$ cat src/rtl/fpst_pkg.sv
// ----------------------------------------------------------------------------
// fpst_pkg
// Shared widths, request codes, walker state and control types for the
// binary indexed prefix-sum tree.
// ----------------------------------------------------------------------------
`default_nettype none

package fpst_pkg;

	localparam int SIZE_DEF = 4096;
	localparam int POS_W    = 13;
	localparam int DELTA_W  = 16;
	localparam int SUM_W    = 32;

	localparam logic REQ_ADD   = 1'b0;
	localparam logic REQ_QUERY = 1'b1;

	typedef enum logic [2:0] {
		ST_CLEAR = 3'b001,
		ST_IDLE  = 3'b010,
		ST_WALK  = 3'b100
	} state_t;

	// walker -> datapath control
	typedef struct packed {
		logic clr_we;    // clearing pass writes zero
		logic proc_s1;   // read data of one node is valid this cycle
		logic is_query;  // current request is a prefix query
		logic fin;       // walk over, last node already handled
	} walk_ctl_t;

endpackage

`default_nettype wire

$ cat src/rtl/fpst_walk.sv
// ----------------------------------------------------------------------------
// fpst_walk
// Sequencer: clearing pass after reset, then per request a node walk
// (upward for updates, downward for queries), one node read per cycle.
// ----------------------------------------------------------------------------
`default_nettype none

module fpst_walk #(
	parameter int SIZE = fpst_pkg::SIZE_DEF
) (
	input  wire logic                         clk,
	input  wire logic                         arst_n,
	input  wire logic                         start,
	input  wire logic                         req_type,
	input  wire logic [fpst_pkg::POS_W-1:0]   position,
	output logic                              busy,
	output logic                              rd_en,
	output logic      [$clog2(SIZE)-1:0]      rd_addr,
	output logic      [$clog2(SIZE)-1:0]      wr_addr,
	output fpst_pkg::walk_ctl_t               ctl
);

	import fpst_pkg::*;

	localparam int AW = $clog2(SIZE);
	// node number must hold the position and anything up to twice SIZE
	localparam int NW = (AW + 2 > POS_W + 1) ? AW + 2 : POS_W + 1;

	state_t         state_q;
	logic [NW-1:0]  j_q;
	logic           is_query_q;
	logic           proc_s1;
	logic [AW-1:0]  addr_s1;
	logic [AW-1:0]  clr_q;

	logic [NW-1:0]  pos_ext;
	logic [NW-1:0]  lowbit;
	logic [NW-1:0]  node_m1;
	logic           active;
	logic           fin;

	assign pos_ext = {{(NW-POS_W){1'b0}}, position};
	assign lowbit  = j_q & (~j_q + NW'(1));
	assign node_m1 = j_q - NW'(1);
	assign active  = (j_q != '0) && (j_q <= NW'(SIZE));
	assign fin     = (state_q == ST_WALK) && !active && !proc_s1;

	always_ff @(posedge clk or negedge arst_n) begin
		if (!arst_n) begin
			state_q    <= ST_CLEAR;
			clr_q      <= '0;
			j_q        <= '0;
			is_query_q <= 1'b0;
			proc_s1    <= 1'b0;
		end else begin
			case (state_q)
				ST_CLEAR: begin
					clr_q <= clr_q + AW'(1);
					if (clr_q == AW'(SIZE - 1)) begin
						state_q <= ST_IDLE;
					end
				end
				ST_IDLE: begin
					proc_s1 <= 1'b0;
					if (start) begin
						is_query_q <= req_type;
						// queries past the end cover the whole tree
						if (req_type == REQ_QUERY && pos_ext > NW'(SIZE)) begin
							j_q <= NW'(SIZE);
						end else begin
							j_q <= pos_ext;
						end
						state_q <= ST_WALK;
					end
				end
				ST_WALK: begin
					proc_s1 <= active;
					if (active) begin
						j_q <= is_query_q ? (j_q - lowbit) : (j_q + lowbit);
					end
					if (fin) begin
						state_q <= ST_IDLE;
					end
				end
				default: begin
					state_q <= ST_IDLE;
				end
			endcase
		end
	end

	always_ff @(posedge clk) begin
		addr_s1 <= node_m1[AW-1:0];
	end

	assign busy         = (state_q != ST_IDLE);
	assign rd_en        = (state_q == ST_WALK) && active;
	assign rd_addr      = node_m1[AW-1:0];
	assign wr_addr      = (state_q == ST_CLEAR) ? clr_q : addr_s1;
	assign ctl.clr_we   = (state_q == ST_CLEAR);
	assign ctl.proc_s1  = proc_s1;
	assign ctl.is_query = is_query_q;
	assign ctl.fin      = fin;

endmodule

`default_nettype wire

$ cat config.mk
export PLATFORM = sky130hd
export DESIGN_NAME = fpst_walk
export DESIGN_NICKNAME = d
export VERILOG_FILES = /design/src/rtl/fpst_pkg.sv /design/src/rtl/fpst_walk.sv
export SDC_FILE = /design/constraint.sdc
export NUM_CORES = 1
export LEC_CHECK = 0
export ABC_AREA = 1
export BUFFER_PORTS_ARGS = -buffer_cell sky130_fd_sc_hd__buf_2
export CAP_MARGIN = 0
export CORE_AREA = 8 8 89 91
export CTS_BUF_LIST = sky130_fd_sc_hd__clkbuf_4
export CTS_CLUSTER_DIAMETER = 200
export CTS_CLUSTER_SIZE = 24
export DETAILED_ROUTE_END_ITERATION = 12
export DIE_AREA = 0 0 97 99
export PLACE_DENSITY = 0.71
export SKIP_CTS_REPAIR_TIMING = 1
export SYNTH_ARGS = -nofsm -noshare
export SYNTH_HDL_FRONTEND = slang
export SYNTH_SLANG_ARGS = --single-unit
$ cat constraint.sdc
create_clock -name clk -period 5.25 [get_ports clk]
set_input_delay 0.525 -clock clk [delete_from_list [all_inputs] [get_ports clk]]
set_output_delay 0.525 -clock clk [all_outputs]
set_load 0.01 [all_outputs]
### Word level (Yosys, flattened, before mapping)

Cells that the tools add are included.

| storage, ports and cells | value |
|---|---|
| bits in registers | 43 |
| input port bits | 17 |
| output and inout port bits | 30 |

| operators by class | value |
|---|---|
| $add $sub $neg | 5 |
| magnitude comparators | 2 |
| eq/ne operators | 9 |
| mux-type cells | 11 |
| bitwise logic cells | 2 |
| reduce and logical (&&, ||, !) cells | 12 |

Operators with widths:

| cell | number |
|---|---|
| $mux W14 | 3 |
| $pmux W14 S2 | 1 |
| $add A14 B1 Y14 const B | 1 |
| $add A14 B14 Y14 | 1 |
| $and A14 B14 Y14 | 1 |
| $le A14 B13 Y1 const B | 1 |
| $not A14 Y14 | 1 |
| $reduce_bool A14 Y1 | 1 |
| $sub A14 B14 Y14 | 1 |
| $gt A13 B13 Y1 const B | 1 |
| $mux W13 | 1 |
| $add A12 B1 Y12 const B | 1 |
| $eq A12 B12 Y1 const B | 1 |
| $mux W12 | 1 |
| $sub A12 B1 Y12 const B | 1 |
| $mux W3 | 3 |
| $pmux W3 S3 | 1 |
| $ne A2 B2 Y1 const B | 3 |
| $reduce_and A3 Y1 | 2 |
| $logic_and A1 B1 Y1 | 5 |
| $eq A3 B1 Y1 const B | 1 |
| $eq A3 B2 Y1 const B | 1 |
| $eq A3 B3 Y1 const B | 1 |
| $ne A3 B2 Y1 const B | 1 |
| other kinds (5) | 6 |

### Logic depth before layout (Yosys ltp)

| logic depth | value |
|---|---|
| depth after elaboration | 7 |
| depth in mapped cells | 26 |

### Least setup slack after synthesis

No wires, ideal clock.

| path | value |
|---|---|
| path type | flip-flop to flip-flop |
| start | reg j_q[0] |
| end | reg j_q[13] |
| arrival | 2.708 ns |
| data required time | 5.133 ns |
| setup slack | 2.426 ns |
| cell stages (with the launch flop) | 22 |
| buffers on the path | 0 |
| cells stage by stage | dfrtp_1 inv_1 ha_1 inv_1 a21oi_1 nand4_1 nor2_1 nand2_1 nand2_1 xor2_1 inv_1 ha_1 a21oi_1 nand2_1 a21oi_1 nand3_1 nand2_1 inv_1 nand2_1 nand2_1 nand2_1 nand2_1 |

| between the ends | value |
|---|---|
| longest elaborated chain between the ends | 7 |
| elaborated cells between the ends (all ways) | 13 |

Ends and longest elaborated chain:

| what | line | source |
|---|---|---|
| start, declared | fpst_walk.sv:30 | `logic [NW-1:0] j_q;` |
| start signal, assigned | fpst_walk.sv:69 | `j_q <= NW'(SIZE);` |
| start signal, assigned | fpst_walk.sv:71 | `j_q <= pos_ext;` |
| start signal, assigned | fpst_walk.sv:79 | `j_q <= is_query_q ? (j_q - lowbit) : (j_q + lowbit);` |
| $not A14 Y14 | fpst_walk.sv:43 | `assign lowbit = j_q & (~j_q + NW'(1));` |
| $add A14 B1 Y14 | fpst_walk.sv:43 |  |
| $and A14 B14 Y14 | fpst_walk.sv:43 |  |
| $add A14 B14 Y14 / $sub A14 B14 Y14 (equally long branches) | fpst_walk.sv:79 |  |
| $mux W14 | fpst_walk.sv:79 |  |
| $mux W14 | fpst_walk.sv:78 | `if (active) begin` |
| $pmux W14 S2 | fpst_walk.sv:56 | `case (state_q)` |

Parallel ways exist; a longest one is shown, timed or not. The select of a mux whose other input is x is not followed.
A chain may end at the register's enable or synchronous reset.

### Final worst setup path

Ends and elaborated chain as after synthesis.

==> impl_metrics.ini <==
[synthesis]
syn-cell-area_sq_um = 3250
yosys_register_bits = 43
yosys_warnings = 0
synth.avg_cell_area_sq_um = 6.81
yosysSeqAreaShare_pct = 31.3
ys_types = 36
netlist_instances = 478
synth_nets = 512

[cells_and_area]
drive_gt1_share_pct = 15.3
final_common_cell = nand2_1
fillers = 651
design_area_sq_um = 3600
nets = 556
stdcell_count = 604
mostFrequentLayoutCells = nand2_1 (134), inv_1 (71), buf_2 (46)
final-seq-area_sq_um = 1020
multi_input_area_sq_um = 1890
area.growth.synth_to_final_pct = 10.7

[die]
die_area_sq_um = 9600
die_w_um = 97
num_rows = 30
start_util_pct = 49.5
core-area_sq_um = 6570
dieHeight_um = 99
io_pins = 47

[run]
maxCapViolations = 0

[critical_path]
reg2reg_slack_ns = 2.10
critPathCaptureType = register
path_max_fanout = 6
worstSetupPathType = reg -> reg
r2r-start = j_q[0]$_DFFE_PN0P_
worstReg2RegEnd = j_q[13]$_DFFE_PN0P_
crit_start = j_q[0]$_DFFE_PN0P_
cp.arrival_ns = 3.41
r2r_cells = 21
startpoint_type = register
required_ns = 5.51

[sta]
rsz0062_at_grt = false
report.final.slew_viol_count = 0
setup_violations = 0
holdWs_ns = 0.196
slew_headroom_pct = 53.7
hold_viol = 0
fmax_mhz = 317
fin_crit_sh_pct = 60.0
tns_ns = 0
finClkSkew_ns = 0.0102
worstMarginPinSlew_ns = 0.694
fin_crit_ns = 3.15

[cts]
htreeDepth = 2
cts_max_path_buffers = 2
clock_latency_ns = 0.36
clkSlewWorstSetupHoldPaths_ns = 0.13
cts_tree = yes
clock-root-buffer = clkbuf_4
cts_buffers = 5
cts.sinks = 43

[detailed_routing]
via_per_inst = 5.03
dr.pass1.iters = 4
wl_mm = 7.82
ant_nets = 0
drt-wirelength-per-cell_um = 12.9
drtIter0Drc = 154
drc_errors = 0
dr_total_vias = 3039

[placement]
portBuffers = 46
place_hpwl_mm = 6.27
gp_congestion = 0.957
dp.cells = 595
dpl-instance-area_sq_um = 3520

[power_and_ir_drop]
ir_drop_v = 0.000289
power.leakage_nw = 2.02
totalPowerFinal_mw = 2.54
powerDensity_nw_per_um2 = 705

[grt]
track_usage_pct = 16.6
grt_pass1_wl_mm = 13.5
grt_max_degree = 32
grt_pass1_vias = 2966
grt.overflow.total = 0
antenna_found_initial = 1

[hold_path]
hold_class = in -> async

[status]
status = finished, final reports clean
through the flow:
stage          setup WS [ns]  utilization, %
2_1_floorplan           2.43               -
3_3_place_gp            2.27            53.6
3_5_place_dp            2.19            53.6
4_1_cts                 2.15            54.8
5_1_grt                 1.75            54.8
6_report                2.10            54.8
metal layers:
| metal | routed length (um) | vias up | track usage (%) |
|---|---|---|---|
| li1 | - | 1590 | - |
| met1 | 3680 | 1361 | 20.1 |
| met2 | 3650 | 78 | 29.0 |
| met3 | 359 | 10 | 2.87 |
| met4 | 123 | 0 | 5.09 |
| met5 | 0 | - | 0 |
state kept, by name, summed over array words and instances, names as in the netlist:
signal,flops
addr_s1,12
clr_q,12
is_query_q,1
j_q,14
proc_s1,1
state_q,3
how the worst max path moves through the flow:
| stage | endpoint | slack, ns |
|---|---|---|
| after floorplan | j_q[13]$_DFFE_PN0P_ | 2.43 |
| after global placement | j_q[13]$_DFFE_PN0P_ | 2.27 |
| after detailed placement | j_q[13]$_DFFE_PN0P_ | 2.19 |
| after CTS | j_q[13]$_DFFE_PN0P_ | 2.15 |
| after global routing | j_q[13]$_DFFE_PN0P_ | 1.75 |
| final | j_q[13]$_DFFE_PN0P_ | 2.10 |
power by group:
group	switching, mW	leakage, nW	internal, mW
Sequential	0.116	0.504	0.439
Combinational	1.14	1.47	0.646
Clock	0.106	0.0426	0.0980
synth_stat cells:
cell type | count | area (sq um)
clkbuf_1 | 4 | 15.0
o22ai_1 | 1 | 6.26
a31oi_1 | 1 | 6.26
o21a_1 | 2 | 15.0
nand3b_1 | 1 | 7.51
nand4_1 | 5 | 31.3
nor4_1 | 1 | 6.26
a41oi_1 | 1 | 8.76
a31o_2 | 1 | 8.76
o21ai_2 | 2 | 17.5
dfxtp_1 | 12 | 240
buf_6 | 2 | 22.5
nor2_4 | 3 | 33.8
nor2_2 | 5 | 31.3
nand2_1 | 134 | 503
a21oi_1 | 21 | 105
dfrtp_1 | 30 | 751
ha_1 | 17 | 213
clkinv_1 | 3 | 11.3
a21oi_4 | 1 | 16.3
nand2_4 | 3 | 33.8
dfstp_2 | 1 | 26.3
xor2_1 | 29 | 254
buf_4 | 3 | 22.5
inv_2 | 3 | 11.3
nand2_2 | 5 | 31.3
o21ai_1 | 5 | 25.0
o21ai_0 | 25 | 125
nor3_1 | 6 | 30.0
inv_1 | 71 | 267
nor3_4 | 1 | 16.3
nand3_1 | 29 | 145
nand3_2 | 2 | 20.0
xnor2_1 | 1 | 8.76
nor2_1 | 44 | 165
a21o_1 | 3 | 22.5
area by class of cell:
class                           instances  area share [%]
Clock buffer                            5            1.04
Sequential cell                        43            28.2
Antenna cell                            1          0.0695
Clock inverter                          3            1.08
Inverter                               77            8.02
Multi-Input combinational cell        349            52.4
Tap cell                               80            2.78
Timing Repair Buffer                   46            6.39
critical path, cell delays in order, from the launching register on:
cell and delay, ns:
dfrtp_1 0.44, inv_1 0.16, ha_1 0.28, inv_1 0.08
a21oi_1 0.17, nand4_1 0.14, nor2_1 0.18, nand2_1 0.08
nand2_1 0.07, xor2_1 0.16, inv_1 0.06, ha_1 0.33
a21oi_1 0.22, nand2_1 0.10, a21oi_1 0.17, nand2_1 0.08
nand2_1 0.06, nand2_1 0.06, nand3_1 0.07, nand2_1 0.05
nand2_1 0.05, nand2_1 0.04
logic make-up (layout without fill, tap and decap cells):
logic type | count (synthesis) | in the layout | share of synthesized area [%]
DFF | 43 | 43 | 31.3
AOI/OAI and AO/OA | 63 | 63 | 11.0
adders and majority gates | 17 | 17 | 6.54
other | 0 | 1 | 0
xor gates and xnor gates | 30 | 30 | 8.08
buffers and inverters | 86 | 131 | 10.7
and+or+nand+nor | 239 | 239 | 32.4
No activity file was read; power rests on OpenSTA's default activity.
